**src/hdl/cmti_pkg.sv**
```systemverilog
// Shared constants, types and codes of the cylinder mesh triangle indexer.
package cmti_pkg;

	localparam int CFG_RES_W          = 10;   // stack and sector register width
	localparam int CFG_INDEX_W        = 2;
	localparam int CFG_DATA_W         = 10;
	localparam int N_W                = 21;   // triangle number width
	localparam int Q_W                = N_W - 1;  // quad number width
	localparam int IDX_W              = 21;   // vertex index width
	localparam int TDATA_IN_W         = 24;
	localparam int TDATA_OUT_W        = 64;
	localparam int TUSER_OUT_W        = 2;
	localparam int DIV_STAGES         = CFG_RES_W;  // one quotient bit per stage
	localparam int DEF_MAX_RESOLUTION = 1023;
	localparam int DEF_INDEX_WIDTH    = 21;

	typedef enum logic [1:0] {
		REGION_SIDE   = 2'd0,
		REGION_BOTTOM = 2'd1,
		REGION_TOP    = 2'd2,
		REGION_BEYOND = 2'd3
	} region_t;

	typedef enum logic [CFG_INDEX_W-1:0] {
		CFG_STACK_COUNT     = 2'd0,
		CFG_SECTOR_COUNT    = 2'd1,
		CFG_WITH_BOTTOM_CAP = 2'd2,
		CFG_WITH_TOP_CAP    = 2'd3
	} cfg_index_t;

	// Classification that travels with an item through the divider.
	typedef struct packed {
		region_t              region;
		logic                 odd;
		logic [CFG_RES_W-1:0] fan;
	} tag_t;

endpackage

```
**src/hdl/cylinder_mesh_triangle_indexer.sv**
```systemverilog
// Top level: pipelined cylinder mesh triangle to vertex index mapper.
// Throughput: one triangle per cycle unless the output stalls; the ten-stage restoring divider
// that splits the quad number into row and column sets the pipeline depth, not the rate.
// Every stage holds its own valid bit, so bubbles collapse and input keeps flowing
// while a result waits. Reset clears the valid bits and loads the registers 1, 8, 1, 1.
module cylinder_mesh_triangle_indexer
	import cmti_pkg::*;
#(
	parameter int MAX_RESOLUTION = DEF_MAX_RESOLUTION,
	parameter int INDEX_WIDTH    = DEF_INDEX_WIDTH
) (
	input  logic                   clk,
	input  logic                   arst_n,
	// input stream
	input  logic                   s_axis_tvalid,
	output logic                   s_axis_tready,
	input  logic [TDATA_IN_W-1:0]  s_axis_tdata,   // [20:0] triangle_number
	// output stream
	output logic                   m_axis_tvalid,
	input  logic                   m_axis_tready,
	output logic [TDATA_OUT_W-1:0] m_axis_tdata,   // [20:0] index_a, [41:21] index_b,
	                                               // [62:42] index_c
	output logic [TUSER_OUT_W-1:0] m_axis_tuser,   // [1:0] region
	// configuration write port
	input  logic                   cfg_we,
	input  logic [CFG_INDEX_W-1:0] cfg_index,
	input  logic [CFG_DATA_W-1:0]  cfg_data
);

	// Indices wrap at INDEX_WIDTH bits, never wider than the port fields.
	localparam int IdxBits = (INDEX_WIDTH < IDX_W) ? INDEX_WIDTH : IDX_W;
	localparam logic [IDX_W-1:0] IdxMask = IDX_W'((64'd1 << IdxBits) - 64'd1);

	// Stage map: 1 capture, 2 side test, 3 cap test, 4..13 divider, 14 row/column
	// multiply and cap fan, 15 final indices (output register).
	localparam int SDiv0      = 4;
	localparam int SK1        = SDiv0 + DIV_STAGES;
	localparam int NumStages  = SK1 + 1;

	//------------------------------------------------------------------
	// Configuration registers
	//------------------------------------------------------------------
	logic [CFG_RES_W-1:0] stack_count_q;
	logic [CFG_RES_W-1:0] sector_count_q;
	logic                 with_bottom_cap_q;
	logic                 with_top_cap_q;

	always_ff @(posedge clk or negedge arst_n) begin
		if (!arst_n) begin
			stack_count_q     <= CFG_RES_W'(1);
			sector_count_q    <= CFG_RES_W'(8);
			with_bottom_cap_q <= 1'b1;
			with_top_cap_q    <= 1'b1;
		end else if (cfg_we) begin
			case (cfg_index_t'(cfg_index))
				CFG_STACK_COUNT:     stack_count_q     <= cfg_data[CFG_RES_W-1:0];
				CFG_SECTOR_COUNT:    sector_count_q    <= cfg_data[CFG_RES_W-1:0];
				CFG_WITH_BOTTOM_CAP: with_bottom_cap_q <= cfg_data[0];
				CFG_WITH_TOP_CAP:    with_top_cap_q    <= cfg_data[0];
				default: ;
			endcase
		end
	end

	// Clamp the resolution to the supported maximum.
	logic [CFG_RES_W-1:0] u_c;
	logic [CFG_RES_W-1:0] v_c;
	logic [CFG_RES_W:0]   up1;
	logic [CFG_RES_W:0]   vp1;

	always_comb begin
		u_c = (32'(stack_count_q) > MAX_RESOLUTION) ? CFG_RES_W'(MAX_RESOLUTION)
		                                              : stack_count_q;
		v_c = (32'(sector_count_q) > MAX_RESOLUTION) ? CFG_RES_W'(MAX_RESOLUTION)
		                                               : sector_count_q;
		up1 = {1'b0, u_c} + (CFG_RES_W+1)'(1);
		vp1 = {1'b0, v_c} + (CFG_RES_W+1)'(1);
	end

	// Mesh counts derived from the registers, held in registers of their own; items must not
	// reach the stages that read them before they settle, which the block itself does not enforce.
	logic [IDX_W-1:0] sides_q;   // number of side triangles
	logic [IDX_W-1:0] base_q;    // bottom cap centre vertex
	logic [IDX_W-1:0] top_q;     // top cap centre vertex

	always_ff @(posedge clk) begin
		sides_q <= IDX_W'({Q_W'(u_c) * Q_W'(v_c), 1'b0});
		base_q  <= IDX_W'(up1) * IDX_W'(vp1);
		top_q   <= IDX_W'(up1) * IDX_W'(vp1)
		           + (with_bottom_cap_q ? IDX_W'(vp1) : IDX_W'(0));
	end

	//------------------------------------------------------------------
	// Flow control: a stage loads when it is empty or its item moves on
	//------------------------------------------------------------------
	logic [NumStages:1] valid_s;
	logic [NumStages:1] valid_in;
	logic [NumStages:1] ld;

	for (genvar k = 1; k <= NumStages; k++) begin : g_ld
		assign ld[k] = m_axis_tready || !(&valid_s[NumStages:k]);
	end

	assign valid_in = {valid_s[NumStages-1:1], s_axis_tvalid};

	always_ff @(posedge clk or negedge arst_n) begin
		if (!arst_n) begin
			valid_s <= '0;
		end else begin
			for (int k = 1; k <= NumStages; k++) begin
				if (ld[k]) begin
					valid_s[k] <= valid_in[k];
				end
			end
		end
	end

	assign s_axis_tready = ld[1];

	//------------------------------------------------------------------
	// Stage 1: capture the triangle number, wrapped to the index width
	//------------------------------------------------------------------
	logic [N_W-1:0] n_s1;

	always_ff @(posedge clk) begin
		if (ld[1]) begin
			n_s1 <= s_axis_tdata[N_W-1:0] & IdxMask;
		end
	end

	//------------------------------------------------------------------
	// Stage 2: side test and offset into the cap fans
	//------------------------------------------------------------------
	logic           side_s2;
	logic           odd_s2;
	logic [N_W-1:0] m_s2;
	logic [Q_W-1:0] q_s2;

	always_ff @(posedge clk) begin
		if (ld[2]) begin
			side_s2 <= n_s1 < sides_q;
			odd_s2  <= n_s1[0];
			m_s2    <= n_s1 - sides_q;
			q_s2    <= n_s1[N_W-1:1];
		end
	end

	//------------------------------------------------------------------
	// Stage 3: bottom and top fan test
	//------------------------------------------------------------------
	logic [N_W:0]   mv;
	logic [N_W-1:0] m2;
	logic           in_bottom;
	logic           in_top;
	tag_t           tag_d;
	tag_t           tag_s3;
	logic [Q_W-1:0] q_s3;

	always_comb begin
		mv        = {1'b0, m_s2} - {1'b0, N_W'(v_c)};
		in_bottom = with_bottom_cap_q && mv[N_W];
		m2        = with_bottom_cap_q ? mv[N_W-1:0] : m_s2;
		in_top    = with_top_cap_q && (m2 < N_W'(v_c));
		tag_d.odd = odd_s2;
		tag_d.fan = in_bottom ? m_s2[CFG_RES_W-1:0] : m2[CFG_RES_W-1:0];
		if (side_s2) begin
			tag_d.region = REGION_SIDE;
		end else if (in_bottom) begin
			tag_d.region = REGION_BOTTOM;
		end else if (in_top) begin
			tag_d.region = REGION_TOP;
		end else begin
			tag_d.region = REGION_BEYOND;
		end
	end

	always_ff @(posedge clk) begin
		if (ld[3]) begin
			tag_s3 <= tag_d;
			q_s3   <= q_s2;
		end
	end

	//------------------------------------------------------------------
	// Stages 4..13: restoring divider, quad number by sector count.
	// A side quad lies below V * 2^DIV_STAGES, so the quotient fits.
	//------------------------------------------------------------------
	logic [Q_W-1:0]       div_rem_s [DIV_STAGES];
	logic [CFG_RES_W-1:0] div_quo_s [DIV_STAGES];
	tag_t                 div_tag_s [DIV_STAGES];

	for (genvar d = 0; d < DIV_STAGES; d++) begin : g_div
		localparam int Shift = DIV_STAGES - 1 - d;
		logic [Q_W-1:0]       rem_in;
		logic [CFG_RES_W-1:0] quo_in;
		tag_t                 tag_in;
		logic [Q_W-1:0]       dsh;
		logic                 fit;

		if (d == 0) begin : g_first
			assign rem_in = q_s3;
			assign quo_in = '0;
			assign tag_in = tag_s3;
		end else begin : g_next
			assign rem_in = div_rem_s[d-1];
			assign quo_in = div_quo_s[d-1];
			assign tag_in = div_tag_s[d-1];
		end

		assign dsh = Q_W'(v_c) << Shift;
		assign fit = rem_in >= dsh;

		always_ff @(posedge clk) begin
			if (ld[SDiv0+d]) begin
				div_rem_s[d] <= fit ? (rem_in - dsh) : rem_in;
				div_quo_s[d] <= {quo_in[CFG_RES_W-2:0], fit};
				div_tag_s[d] <= tag_in;
			end
		end
	end

	//------------------------------------------------------------------
	// Stage 14: k1 = row * (V+1) + column; cap centre and rim vertices
	//------------------------------------------------------------------
	tag_t                 tag_k;
	logic [CFG_RES_W-1:0] row_k;
	logic [CFG_RES_W-1:0] col_k;
	logic [IDX_W-1:0]     cen_k;
	logic                 wrap_k;

	logic [IDX_W-1:0] k1_s14;
	logic [IDX_W-1:0] cen_s14;
	logic [IDX_W-1:0] p1_s14;
	logic [IDX_W-1:0] p2_s14;
	tag_t             tag_s14;

	always_comb begin
		tag_k  = div_tag_s[DIV_STAGES-1];
		row_k  = div_quo_s[DIV_STAGES-1];
		col_k  = div_rem_s[DIV_STAGES-1][CFG_RES_W-1:0];
		cen_k  = (tag_k.region == REGION_BOTTOM) ? base_q : top_q;
		// last fan triangle closes back onto the first rim vertex
		wrap_k = ({1'b0, tag_k.fan} + (CFG_RES_W+1)'(1)) >= {1'b0, v_c};
	end

	always_ff @(posedge clk) begin
		if (ld[SK1]) begin
			k1_s14  <= IDX_W'(row_k) * IDX_W'(vp1) + IDX_W'(col_k);
			cen_s14 <= cen_k;
			p1_s14  <= cen_k + IDX_W'(tag_k.fan) + IDX_W'(1);
			p2_s14  <= wrap_k ? (cen_k + IDX_W'(1))
			                  : (cen_k + IDX_W'(tag_k.fan) + IDX_W'(2));
			tag_s14 <= tag_k;
		end
	end

	//------------------------------------------------------------------
	// Stage 15: pick the three indices, wrap them, hold as output register
	//------------------------------------------------------------------
	logic [IDX_W-1:0] k2;
	logic [IDX_W-1:0] k2p1;
	logic [IDX_W-1:0] k1p1;
	logic [IDX_W-1:0] ia;
	logic [IDX_W-1:0] ib;
	logic [IDX_W-1:0] ic;

	logic [IDX_W-1:0] idx_a_s15;
	logic [IDX_W-1:0] idx_b_s15;
	logic [IDX_W-1:0] idx_c_s15;
	region_t          region_s15;

	always_comb begin
		k2   = k1_s14 + IDX_W'(vp1);
		k2p1 = k1_s14 + IDX_W'(vp1) + IDX_W'(1);
		k1p1 = k1_s14 + IDX_W'(1);
		case (tag_s14.region)
			REGION_SIDE: begin
				ia = tag_s14.odd ? k2 : k1_s14;
				ib = tag_s14.odd ? k2p1 : k2;
				ic = k1p1;
			end
			REGION_BOTTOM: begin
				ia = cen_s14;
				ib = p1_s14;
				ic = p2_s14;
			end
			REGION_TOP: begin
				ia = cen_s14;
				ib = p2_s14;
				ic = p1_s14;
			end
			default: begin
				ia = '0;
				ib = '0;
				ic = '0;
			end
		endcase
	end

	always_ff @(posedge clk) begin
		if (ld[NumStages]) begin
			idx_a_s15  <= ia & IdxMask;
			idx_b_s15  <= ib & IdxMask;
			idx_c_s15  <= ic & IdxMask;
			region_s15 <= tag_s14.region;
		end
	end

	assign m_axis_tvalid = valid_s[NumStages];
	assign m_axis_tdata  = TDATA_OUT_W'({idx_c_s15, idx_b_s15, idx_a_s15});
	assign m_axis_tuser  = region_s15;

	//------------------------------------------------------------------
	// Assertions
	//------------------------------------------------------------------
	logic in_acc;
	logic out_acc;

	assign in_acc  = s_axis_tvalid && s_axis_tready;
	assign out_acc = m_axis_tvalid && m_axis_tready;

	// Input backs up only when every stage is occupied.
	a_ready_full: assert property (@(posedge clk) disable iff (!arst_n)
		!s_axis_tready |-> (&valid_s))
		else $error("input stalled while the pipeline has a bubble");

	// Items in flight change only by accepted transactions on either side.
	a_occupancy: assert property (@(posedge clk) disable iff (!arst_n)
		$past(arst_n) |-> ($countones(valid_s) == $past($countones(valid_s))
		                   + int'($past(in_acc)) - int'($past(out_acc))))
		else $error("item lost or duplicated inside the pipeline");

	// A triangle beyond the mesh carries all-zero indices.
	a_beyond_zero: assert property (@(posedge clk) disable iff (!arst_n)
		(m_axis_tvalid && (m_axis_tuser == REGION_BEYOND)) |-> (m_axis_tdata == '0))
		else $error("beyond-mesh result with nonzero indices");

endmodule

```
**config.mk**
```make
export PLATFORM = sky130hd
export DESIGN_NAME = cylinder_mesh_triangle_indexer
export DESIGN_NICKNAME = d
export VERILOG_FILES = /design/src/hdl/cmti_pkg.sv /design/src/hdl/cylinder_mesh_triangle_indexer.sv
export SDC_FILE = /design/constraint.sdc
export NUM_CORES = 2
export LEC_CHECK = 0
export ABC_AREA = 1
export BUFFER_PORTS_ARGS = -buffer_cell sky130_fd_sc_hd__buf_2
export CORE_MARGIN = 2
export CORE_UTILIZATION = 47
export CTS_CLUSTER_SIZE = 14
export DETAILED_ROUTE_END_ITERATION = 12
export PLACE_DENSITY = 0.65
export REMOVE_ABC_BUFFERS = 1
export SLEW_MARGIN = 20
export SYNTH_ARGS = -nofsm -noshare
export SYNTH_HDL_FRONTEND = slang
export SYNTH_SLANG_ARGS = --single-unit
```
**constraint.sdc**
```tcl
create_clock -name clk -period 16.1 [get_ports clk]
set_clock_uncertainty 0.2 [all_clocks]
set_input_delay 4.83 -clock clk [delete_from_list [all_inputs] [get_ports clk]]
set_output_delay 4.83 -clock clk [all_outputs]
set_load 0.01 [all_outputs]
```
==> results.cfg <==
[place]
globalplace.congestion = 0.942
post-dp-hpwl_um = 88100
numPortBuffers = 104
total_placed_instance_area_um2 = 50100

[die]
rows = 117
die_w_um = 324
die_area_um2 = 105000
num_io_pins = 109
initial_utilization_pct = 47.3
floorplan_core_area_um2 = 102000
floorplan_die_height_um = 324

[route]
antenna_left = 0
dr.first_iter.drc_count = 2582
routed_len_inst_um = 17.1
drc_errors = 0
detailedRoute.firstPassIterationCount = 6
vias_per_cell = 5.19
num_vias = 34800
wirelength_um = 115000

[worst_setup_path]
rrSetupSlack_ns = 7.87
worst_path_max_delay_cell = nand4_2
rr_worst_depth = 34
cp_num_cells = 18
cp_max_fo = 43
critical_path.cell_chain = buf_2 > inv_1 > nand2_2 > nor2_4 > nand2_2 > nor2_1 > nand2_2 > buf_4 > nor2_2 > nand2_1 > nor2_1 > nand2_1 > nor2_2 > nand2_1 > buf_4 > nor2_4 > nand4_2 > buf_2
critical-path-top-delay-family = simple AND/OR/NAND/NOR gates
worstPathRequired_ns = 11.07
worst-setup-path-type = input port to primary output
cp.arrival_ns = 8.73
path_buf_inv = 5
endpoint_kind = primary output
crit_path_max_incr_delay_ns = 0.56
crit_path_start_kind = input port

[finish]
area_delta_synth_final_pct = 10.2
antennaDiodeCount = 0
num-nets-final = 5925
ff_latch_area_um2 = 20900
mostFrequentLayoutCells = 1,180 x nand2_1, 776 x inv_1, 623 x edfxtp_1
nFillCells = 9209
mostFrequentLayoutCell = nand2_1
final_core_util_pct = 52.1
final_layout_size_suffix_gt1_share_pct = 6.99
multi_input_area_um2 = 23800
design_area_final_um2 = 52900

[logic_synthesis]
synth.lib_cells_used.distinct = 69
post_synth_instance_area_um2 = 48000
synth-edff-count = 623
simple_gate_share_of_the_synthesized_area_pct = 17.6
synthArstFlopShare_pct = 5.12
synth-xor-area-share_pct = 4.69
synth-seq-cells = 722
synth-warning-count = 0
synth-compound-area-share_pct = 7.81
synth-adder-area-share_pct = 19.4
syn-mean-instance-area_um2 = 9.30
synthFlopType = edfxtp_1
synth_top_family_by_area = adder cells
number_of_standard_cells_after_synthesis = 5164
yosys-mux-area-fraction_pct = 0.0209
synth_sequential_area_ratio_pct = 43.5

[timing]
period_share_pct = 85.5
timing_hold_violations_final = 0
timing.max_slew.rel_slack_pct = 27.6
final_max_slew_viol_count = 0
grt_setup_unrepaired = no
worst-slew-pin-transition_ns = 1.07
finalSetupViolCount = 0
layout_min_cycle_time_ns = 13.76
timing.setup.tns_ns = 0
timing.fmax_mhz = 72.7

[clock_network]
clkSlewWorstSetupHoldPaths_ns = 0.06
post_cts.repair.setup_buffers = 0
ctsHtreeMaxLevel = 3
cts.sink_count = 722
cts-resized-gates = 0
tritoncts = done
cts-buffers-inserted = 81
ctsLongestPathBuffers = 3
clock_latency_ns = 0.66
cts_root_buf = clkbuf_16
post_cts_hold_buffer_count = 0

[global_route]
overflow = 0
pin_count_of_the_biggest_net_entering_global_routing = 88
grt_pass1_vias = 33700
antenna_violations_before_repair = 0
grt_pass1_wl_um = 181000
grt_overall_usage_pct = 22.2

[worst_hold_path]
holdCritPathClass = flip-flop to flip-flop
timing.hold.worst_path_depth = 0

[run]
cap_viol_max_count = 0

[run_status]
status = complete, no violations
[path summary, 6_finish.rpt]
check,startpoint,to
worst max-delay path,m_axis_tready,s_axis_tready
max in group asynchronous,arst_n,sector_count_q[0]
worst max register to register,sector_count_q[2],top_q[20]
worst min-delay path,div_tag_s[5][0],div_tag_s[6][0]
worst min register to register,div_tag_s[5][0],div_tag_s[6][0]
min in group asynchronous,arst_n,sector_count_q[8]
[logic make-up (layout without fill, tap and decap cells)]
| kind of cell | after synthesis | count (layout) |
|---|---|---|
| AND/OR/NAND/NOR | 2008 | 2008 |
| buffers and inverters | 892 | 1076 |
| flip-flops | 722 | 722 |
| AO/OA/AOI/OAI | 683 | 683 |
| adder cells (fa/ha/maj) | 601 | 601 |
| XOR/XNOR | 256 | 256 |
| other | 1 | 1 |
| multiplexers | 1 | 1 |
[routing by layer]
metal | global-route usage [%] | part of all wire (%)
met5 | 0 | 0
met4 | 8.66 | 4.0
met3 | 2.74 | 4.8
met2 | 38.3 | 49
met1 | 28.5 | 43
[synth_stat cells (3+ instances only)]
library cell  count  area share (%)
edfxtp_1        623              39
o31ai_1           7            0.11
clkinv_1          4           0.031
and2_1            3           0.039
nor3b_1           4           0.063
o21bai_1          8            0.13
nor2_4            6            0.14
a21oi_1         268             2.8
nor2_1          390             3.0
a22o_1            4           0.073
dfrtp_1          33             1.7
inv_1           777             6.1
and3_1            3           0.039
dfxtp_1          62             2.6
dfstp_2           4            0.22
nand2_2          19            0.25
a31oi_1          48            0.63
a21o_1           15            0.23
o211ai_1         17            0.27
o21a_1            6           0.094
xnor2_1          78             1.4
buf_2             7           0.073
nand3_1         205             2.1
nand3b_1         12            0.19
or2_2            29            0.38
xor2_1          177             3.2
o22ai_1           7           0.091
a211oi_1          9            0.14
fa_1            236             9.8
nand2_1        1181             9.2
o311ai_0          3           0.055
buf_6             3           0.070
o21ai_0         253             2.6
buf_1             9           0.070
o21ai_1          14            0.15
nor4_1           23            0.30
nor3_1           47            0.49
nand2_4           4           0.094
clkbuf_1         84            0.66
ha_1            365             9.5
inv_2             5           0.039
nor2_2           17            0.22
nand4_1          52            0.68
nor3_2            4           0.083
a21boi_0         10            0.16
[flip-flops by register name, summed over array words and instances (netlist names), 2 cells and up]
name,cells
n_s1,21
g_div.rem_in,20
q_s2,20
top_q,21
k1_s14,21
idx_a_s15,21
div_quo_s,55
div_tag_s,130
sector_count_q,10
cen_s14,21
div_rem_s,190
idx_b_s15,21
p1_s14,21
tag_s14,3
m_s2,21
sides_q,20
valid_s,15
g_div.tag_in,13
m_axis_tuser,2
idx_c_s15,21
stack_count_q,10
p2_s14,21
base_q,21
[stage by stage]
stage | setup slack [ns] | hold WS [ns] | std cells
2_1_floorplan | -0.213 | 0.200 | 5058
3_3_place_gp | 2.34 | 0.200 | 6568
3_5_place_dp | 2.30 | 0.205 | 6568
4_1_cts | 2.29 | 0.212 | 6716
5_1_grt | 1.89 | 0.221 | 6716
6_report | 2.34 | 0.214 | 6716
[worst reg2reg max path, delay by kind of cell (launching register included)]
| kind | cells | cell delay [ns] |
|---|---|---|
| AOI/OAI and AO/OA | 2 | 0.41 |
| xor gates and xnor gates | 1 | 0.41 |
| adders and majority gates | 6 | 2.87 |
| buffers and inverters | 11 | 1.55 |
| DFF | 1 | 0.33 |
| and+or+nand+nor | 14 | 2.34 |
[layout make-up]
class                      count  area share (%)
sequential                   722            39.5
clock inverter                44            1.03
timing repair buffer         142            1.53
tap                         1368            3.24
multi-input combinational   3550            44.9
clock buffer                 104            4.21
inverter                     786            5.58
Power is not shown: default switching activity piles up to over one toggle a cycle in this logic, so the estimate is an artifact.
